## config.mk

```make
export PLATFORM = sky130hd
export DESIGN_NAME = ascending_priority_queue
export DESIGN_NICKNAME = d
export VERILOG_FILES = /design/src/rtl/apq_pkg.sv /design/src/rtl/apq_cell.sv /design/src/rtl/ascending_priority_queue.sv
export SDC_FILE = /design/constraint.sdc
export NUM_CORES = 1
export LEC_CHECK = 0
export ABC_AREA = 1
export BUFFER_PORTS_ARGS = -buffer_cell sky130_fd_sc_hd__buf_2
export CORE_ASPECT_RATIO = 0.75
export CORE_UTILIZATION = 59
export DETAILED_ROUTE_END_ITERATION = 16
export GPL_TIMING_DRIVEN = 0
export PLACE_DENSITY = 0.86
export SETUP_SLACK_MARGIN = 0.2
export SYNTH_ARGS = -nofsm -noshare
export SYNTH_HDL_FRONTEND = slang
export SYNTH_SLANG_ARGS = --single-unit
```

## constraint.sdc

```tcl
create_clock -name clk_i -period 8 [get_ports clk_i]
set_input_delay 0.8 -clock clk_i [delete_from_list [all_inputs] [get_ports clk_i]]
set_output_delay 0.8 -clock clk_i [all_outputs]
set_load 0.02 [all_outputs]
```

## src/rtl/apq_pkg.sv

```systemverilog
`timescale 1ns / 1ps
// ----------------------------------------------------------------------------
// apq_pkg
// Shared types and constants for the ascending priority queue.
// ----------------------------------------------------------------------------
package apq_pkg;

  localparam int Depth  = 8;
  localparam int ValueW = 32;
  localparam int CountW = $clog2(Depth + 1);

  typedef enum logic {
    OpEnqueue = 1'b0,
    OpDequeue = 1'b1
  } opcode_e;

  typedef enum logic [1:0] {
    StatusOk       = 2'd0,
    StatusOverflow = 2'd1,
    StatusEmpty    = 2'd2
  } status_e;

  typedef enum logic [1:0] {
    CmdHold,
    CmdEnqueue,
    CmdDequeue,
    CmdFlush
  } cell_cmd_e;

  typedef struct packed {
    opcode_e            opcode;
    logic signed [31:0] value;
  } req_t;

  typedef struct packed {
    status_e            status;
    logic signed [31:0] removed_value;
    logic [3:0]         occupancy;
  } res_t;

  typedef struct packed {
    cell_cmd_e                op;
    logic signed [ValueW-1:0] value;
  } cell_ctrl_t;

  typedef struct packed {
    logic signed [ValueW-1:0] entry;
    logic                     valid;
    logic                     greater;
  } link_t;

endpackage

```

## src/rtl/apq_cell.sv

```systemverilog
`timescale 1ns / 1ps
// ----------------------------------------------------------------------------
// apq_cell
// One slot of the sorted chain: compares, shifts right on insert, left on pop.
// ----------------------------------------------------------------------------
module apq_cell (
  input  logic               clk_i,
  input  logic               rst_ni,
  input  apq_pkg::cell_ctrl_t ctrl_i,
  input  apq_pkg::link_t     left_i,
  input  apq_pkg::link_t     right_i,
  output apq_pkg::link_t     link_o
);
  import apq_pkg::*;

  logic signed [ValueW-1:0] entry_q, entry_d;
  logic                     valid_q, valid_d;
  logic                     greater;

  // entry moves right when the new value sorts before it
  assign greater = valid_q && (ctrl_i.value < entry_q);

  always_comb begin
    entry_d = entry_q;
    valid_d = valid_q;
    case (ctrl_i.op)
      CmdEnqueue: begin
        if (left_i.greater) begin
          entry_d = left_i.entry;
        end else if (greater || !valid_q) begin
          entry_d = ctrl_i.value;
        end
        valid_d = valid_q | left_i.valid;
      end
      CmdDequeue: begin
        entry_d = right_i.entry;
        valid_d = right_i.valid;
      end
      CmdFlush: begin
        valid_d = 1'b0;
      end
      default: begin
        entry_d = entry_q;
        valid_d = valid_q;
      end
    endcase
  end

  always_ff @(posedge clk_i or negedge rst_ni) begin
    if (!rst_ni) begin
      valid_q <= 1'b0;
    end else begin
      valid_q <= valid_d;
    end
  end

  always_ff @(posedge clk_i) begin
    entry_q <= entry_d;
  end

  assign link_o = '{entry: entry_q, valid: valid_q, greater: greater};

endmodule

```

## src/rtl/ascending_priority_queue.sv

```systemverilog
`timescale 1ns / 1ps
// ----------------------------------------------------------------------------
// ascending_priority_queue
// Bounded sorted queue built from a chain of compare-and-shift cells.
// ----------------------------------------------------------------------------
// the result strobes in the cycle after the transaction is accepted
// throughput: one transaction per cycle; the cell chain never stalls
// busy stays low; the receiver cannot stall, each result shows for one cycle
// reset: asynchronous, active low; clears the queue to empty
module ascending_priority_queue (
  input  logic          clk_i,
  input  logic          rst_ni,
  input  logic          start,
  output logic          busy,
  input  apq_pkg::req_t req_i,
  output logic          done_o,
  output apq_pkg::res_t res_o
);
  import apq_pkg::*;

  logic              accept;
  logic              full, empty;
  logic [CountW-1:0] count_q, count_d;
  logic              done_q;
  res_t              res_q, res_d;
  cell_ctrl_t        ctrl;
  link_t             links [Depth];
  link_t             lefts [Depth];
  link_t             rights[Depth];

  assign busy   = 1'b0;
  assign accept = start && !busy;
  assign full   = (count_q == CountW'(Depth));
  assign empty  = (count_q == '0);

  always_comb begin
    ctrl.op    = CmdHold;
    ctrl.value = signed'(ValueW'($unsigned(req_i.value)));
    count_d    = count_q;
    res_d      = res_q;
    if (accept) begin
      res_d.removed_value = '0;
      res_d.status        = StatusOk;
      case (req_i.opcode)
        OpEnqueue: begin
          if (full) begin
            ctrl.op      = CmdFlush;
            count_d      = '0;
            res_d.status = StatusOverflow;
          end else begin
            ctrl.op = CmdEnqueue;
            count_d = count_q + CountW'(1);
          end
        end
        OpDequeue: begin
          if (empty) begin
            res_d.status = StatusEmpty;
          end else begin
            ctrl.op             = CmdDequeue;
            count_d             = count_q - CountW'(1);
            res_d.removed_value = 32'(links[0].entry);
          end
        end
        default: begin
          ctrl.op = CmdHold;
        end
      endcase
      res_d.occupancy = 4'(count_d);
    end
  end

  for (genvar i = 0; i < Depth; i++) begin : g_cell
    if (i == 0) begin : g_head
      assign lefts[i] = '{entry: '0, valid: 1'b1, greater: 1'b0};
    end else begin : g_mid
      assign lefts[i] = links[i-1];
    end
    if (i == Depth - 1) begin : g_tail
      assign rights[i] = '{entry: '0, valid: 1'b0, greater: 1'b0};
    end else begin : g_body
      assign rights[i] = links[i+1];
    end

    apq_cell u_cell (
      .clk_i  (clk_i),
      .rst_ni (rst_ni),
      .ctrl_i (ctrl),
      .left_i (lefts[i]),
      .right_i(rights[i]),
      .link_o (links[i])
    );
  end

  always_ff @(posedge clk_i or negedge rst_ni) begin
    if (!rst_ni) begin
      count_q <= '0;
      done_q  <= 1'b0;
    end else begin
      count_q <= count_d;
      done_q  <= accept;
    end
  end

  always_ff @(posedge clk_i) begin
    res_q <= res_d;
  end

  assign done_o = done_q;
  assign res_o  = res_q;

endmodule
```

Word level (Yosys, flattened, before mapping)
Index checks and enable logic that the tools add are counted.
Widths: inputs -> output; s select.
{"block": "totals", "register_bits": 307, "latch_bits": 0, "ramBits": 0, "mem_bits_ro": 0, "input_bits": 36, "output_inout_bits": 40, "memories": 0}
{"block": "classes", "add_sub_neg": 2, "multipliers": 0, "div_mod_pow": 0, "n_lt_le_gt_ge": 8, "eq_ne": 12, "n_shift": 0, "mux": 41, "n_bitwise": 8, "n_reduce_logical": 38}
{"operator": "$pmux 32 s2", "n": 8}
{"operator": "$mux 32", "n": 15}
{"operator": "$lt 32x32->1", "n": 8}
{"operator": "$ne 3x1->1 const B", "n": 7}
{"operator": "$pmux 1 s3", "n": 7}
{"operator": "$reduce_and 2->1", "n": 8}
{"operator": "$logic_and 1x1->1", "n": 8}
{"operator": "$logic_not 1->1", "n": 8}
{"operator": "$logic_or 1x1->1", "n": 8}
{"operator": "$mux 2", "n": 4}
{"operator": "$mux 4", "n": 2}
{"operator": "$pmux 2 s2", "n": 2}
{"operator": "$pmux 4 s2", "n": 1}
{"operator": "$or 1x1->1", "n": 7}
{"operator": "$add 4x1->4 const B", "n": 1}
{"operator": "$eq 2x2->1 const B", "n": 2}
{"operator": "$eq 4x4->1 const B", "n": 1}
{"operator": "$logic_not 4->1", "n": 1}
{"operator": "$reduce_bool 2->1", "n": 2}
{"operator": "$reduce_or 2->1", "n": 2}
{"operator": "$sub 4x1->4 const B", "n": 1}
{"operator": "$reduce_bool 3->1", "n": 1}
{"operator": "$eq 2x1->1 const B", "n": 1}
{"operator": "$ne 2x1->1 const B", "n": 1}
{"operator": "3 further kinds", "n": 3}

Logic depth before layout (Yosys ltp)
{"block": "depth", "depth_word": 7, "mapped_depth": 19, "mapped_depth_nobuf": 17}

Hierarchy
From an unflattened synthesis, not the netlist that was laid out.
{"block": "unflattened", "hier_cells": 2793, "hier_area_um2": 22098.7}
{"mod": "apq_cell", "n_inst": 8, "cells_each": 328, "area_per_inst_um2": 2528.7, "seq_area_each_um2": 985.9}
{"mod": "ascending_priority_queue", "n_inst": 1, "cells_each": 169, "area_per_inst_um2": 1869.3, "seq_area_each_um2": 1266.2}

Worst setup path after synthesis
Ideal clock, no wire load.
{"block": "synth_timing", "path_type": "input to register", "start": "input port req_i[31] (netlist bit)", "end": "register g_cell[7].u_cell.entry_q[0], enable pin", "setup_ns": 0.432, "arrival_time_ns": 3.751, "slack_ns": 3.817, "stages": 11, "n_path_buf": 2, "path_cell_list": "ha_1 -> nand2_1 -> nor2_1 -> nand4_1 -> nor4_2 -> nand2_1 -> nand3b_1 -> nand3_1 -> buf_6 -> buf_4 -> a21oi_1"}
{"block": "synth_between", "elab_chain_len": 5, "elab_cells_between_ends": 7}
{"item": "from (decl)", "line": "ascending_priority_queue.sv:15", "rtl": "input apq_pkg::req_t req_i,"}
{"item": "$lt 32x32->1", "line": "apq_cell.sv:21", "rtl": "assign greater = valid_q && (ctrl_i.value < entry_q);"}
{"item": "$logic_and 1x1->1", "line": "apq_cell.sv:21"}
{"item": "$logic_or 1x1->1", "line": "apq_cell.sv:30", "rtl": "end else if (greater || !valid_q) begin"}
{"item": "$ne 3x1->1 (no line) (*)"}
{"item": "$reduce_and 2->1 (no line) (*)"}
{"item": "to (signal assigned)", "line": "apq_cell.sv:58", "rtl": "entry_q <= entry_d;"}
{"item": "to (decl)", "line": "apq_cell.sv:16", "rtl": "logic signed [ValueW-1:0] entry_q, entry_d;"}
Mark *: on every way between the ends. The rest lies on a longest branch, timed or not.
A chain may end at the register's enable or synchronous reset.

Final worst setup path
{"block": "layout_timing", "start": "register count_q[0]", "end": "register g_cell[0].u_cell.entry_q[9], enable pin"}
{"block": "layout_between", "elab_chain_len": 7, "elab_cells_between_ends": 11}
{"item": "from (decl)", "line": "ascending_priority_queue.sv:23", "rtl": "logic [CountW-1:0] count_q, count_d;"}
{"item": "from (signal assigned)", "line": "ascending_priority_queue.sv:99", "rtl": "count_q <= count_d;"}
{"item": "$eq 4x4->1 or $logic_not 4->1 (tied branches)", "line": "ascending_priority_queue.sv:33, ascending_priority_queue.sv:34"}
{"item": "$mux 2 (on tied branches)", "line": "ascending_priority_queue.sv:46, ascending_priority_queue.sv:56"}
{"item": "$pmux 2 s2 (*)", "line": "ascending_priority_queue.sv:44", "rtl": "case (req_i.opcode)"}
{"item": "$mux 2 (*)", "line": "ascending_priority_queue.sv:41", "rtl": "if (accept) begin"}
{"item": "$eq 2x1->1 or $eq 2x2->1 (tied branches)", "line": "apq_cell.sv:26", "rtl": "case (ctrl_i.op)"}
{"item": "$ne 2x1->1 (no line) or $reduce_bool 2->1 (tied branches)"}
{"item": "$reduce_and 2->1 (no line) (*)"}
{"item": "to (signal assigned)", "line": "apq_cell.sv:58"}
{"item": "to (decl)", "line": "apq_cell.sv:16"}
Marked as above.

==> impl_metrics.yaml <==
status:
  outcome: "complete, no violations"
floorplan:
  die-width_um: 227
  ios: 76
  initial_core_util: 0.601
  coreArea_um2: 37200
  die-area_um2: 38800
  rows: 61
  die_h_um: 171
cells_and_area:
  drive_gt1_frac: 0.0722
  fin_nets: 3272
  post-route-util: 0.663
  fin_cells: 3511
  syn_to_final_growth_pct: 10.3
power_and_ir_drop:
  fin_total_pwr_uw: 9220
  peakVddDrop_uv: 222
  power.density_nw_per_um2: 373
  p_leak_uw: 0.0122
timing:
  relSlewSlack: 0.0623
  tightestPinTransition_ns: 1.39
  fin_worst_skew_ns: 0.0125
  setup_viol: 0
  final.period_utilization: 0.571
  worst_slack_ns: 3.43
  grt_setup_unrepaired: "no"
  slew_violations: 0
  finalCriticalPeriod_ns: 4.57
  finalHoldViolCount: 0
  setup_tns_ns: 0
  max_freq_ghz: 0.219
detailed_routing:
  wirelength_mm: 67.8
  drcViolationCount: 0
  drt_iter0_markers: 2600
  drt_pre_antenna_iters: 6
  wl_per_cell_um: 19.3
  ant_nets: 0
  vias: 21000
  vias_per_cell: 5.98
grt:
  first_global_vias: 19800
  grt_max_degree: 41
  grt_usage: 0.352
  overflow: 0
  grt_pass1_wl_mm: 105
  antenna_found_initial: 1
critical_path:
  critPathArrivalTime_ns: 4.72
  cp_max_fo: 32
  crit_path_end_kind: "flop"
  critPathKind: "flop to flop"
  cp.required_ns: 8.15
  cp-start-kind: "flop"
clock_network:
  ctsHoldBuffers: 0
  ctsResizeCount: 0
  clk_latency_ns: 0.54
  cts_buffers: 35
  clockBufferDepth: 3
  cts.htree.levels: 2
  post_cts_buffers: 0
  path_clk_slew_ns: 0.06
  root_buffer: "clkbuf_16"
  cts_tree: "yes"
  clock-sinks: 307
yosys:
  syn_nets: 3155
  async_reset_ff_frac: 0.0423
  ys_types: 36
  ys_ff_latch: 307
  synth.area.top_cells: "edfxtp_1 (39%), nand2_1 (15%), ha_1 (14%)"
  yosysSeqAreaShare: 0.409
  syn-cell-area_um2: 22400
  synthFlopType: "edfxtp_1"
  postSynthCellCount: 2865
  yosysMostFrequentCell: "nand2_1"
  synth_edf_count: 294
  yosysTopAreaCellShare: 0.394
  syn_avg_cell_area_um2: 7.82
  ys_top_cells_by_count: "nand2_1 (918), inv_1 (363), edfxtp_1 (294)"
  yosys_warnings: 0
  yosysTopAreaCell: "edfxtp_1"
job:
  cap_violations: 0
placement:
  place_inst: 3449
  dp_slack_ns: 2.88
  dp_hpwl_mm: 54.5
  place_congestion: 0.968
  io_buffers: 74
hold_path:
  hold_class: "input pin to async pin"
-- flip-flops by register name, summed over array words and instances (netlist names) --
name / cells
done_o: 1
count_q: 4
res_o: 38
g_cell.u_cell.entry_q: 256
g_cell.u_cell.valid_q: 8
-- placed cells by master, fill, tap and decap left out, types with 3 or more instances in the layout --
master       n
nand2_1    918
inv_1      363
edfxtp_1   294
ha_1       254
nand3_1    207
nand4_1    204
nor2_1     179
a21oi_1    128
buf_2      109
clkbuf_1    82
o21ai_0     81
clkbuf_16   37
buf_1       24
nand2_2     16
nand3_2     15
nor3_1      14
dfrtp_1     13
clkinv_1     9
buf_6        7
a21oi_4      7
buf_4        6
buf_16       4
o21ai_1      3
nand3b_1     3
nor4_1       3
clkinv_2     3
-- final cells by class --
class	instances	area [um2]
Fill cell	3157	12500
Multi-Input combinational cell	2047	11300
Sequential cell	307	9150
Inverter	366	1370
Clock buffer	48	987
Buffer	145	663
Tap cell	504	631
Timing Repair Buffer	80	520
Clock inverter	13	82.6
Antenna cell	1	2.50
-- through the flow --
| stage | hold slack [ns] | area (um2) |
|---|---|---|
| final | 0.197 | 24700 |
| after global routing | 0.209 | 24700 |
| after CTS | 0.187 | 24700 |
| after detailed placement | 0.529 | 23600 |
| after global placement | 0.523 | 23400 |
| after floorplan | 0.500 | 22400 |
-- worst max-delay path, stage by stage, from the launching register on --
cell,delay (ns)
dfrtp_1,0.43
inv_1,0.11
ha_1,0.23
nand2_1,0.11
nor2_1,0.07
nor2_1,0.18
inv_1,0.15
a21oi_1,0.34
ha_1,0.36
clkbuf_1,0.47
clkbuf_1,0.62
o21ai_0,0.16
inv_1,0.93
-- per-layer routing --
metal  vias up  part of all wire  GRT usage
met3       155              0.14     0.0592
met4         0             0.028      0.109
met1      9649              0.41      0.510
li1       9837                 -          -
met2      1357              0.42      0.538
met5         -                 0          0
-- path summary, 6_finish.rpt --
check	slack (ns)	to	start	cells past startpoint
max	3.43	g_cell[0].u_cell.entry_q[9]	count_q[0]	12
min	0.20	count_q[3]	rst_ni	1
max reg2reg	3.43	g_cell[0].u_cell.entry_q[9]	count_q[0]	12
min reg2reg	0.54	g_cell[6].u_cell.entry_q[19]	g_cell[7].u_cell.entry_q[19]	2
max in group asynchronous	7.51	g_cell[2].u_cell.valid_q	rst_ni	1
min in group clk_i	0.54	g_cell[6].u_cell.entry_q[19]	g_cell[7].u_cell.entry_q[19]	2
-- power by group --
part	leakage [uW]	switching, uW	internal [uW]
Clock	0.000520	671	892
Sequential	0.00297	368	2680
Combinational	0.00871	3090	1510
-- logic make-up (layout without fill, tap and decap cells) --
group,Yosys count,in the layout,synth area share
xor gates and xnor gates,2,2,0.000782
adders and majority gates,254,254,0.142
buffers and inverters,511,652,0.0909
DFF,307,307,0.409
other,1,2,0.000167
and+or+nand+nor,1563,1563,0.306
AOI/OAI and AO/OA,227,227,0.0518
Power figures use the tool's default switching activity.
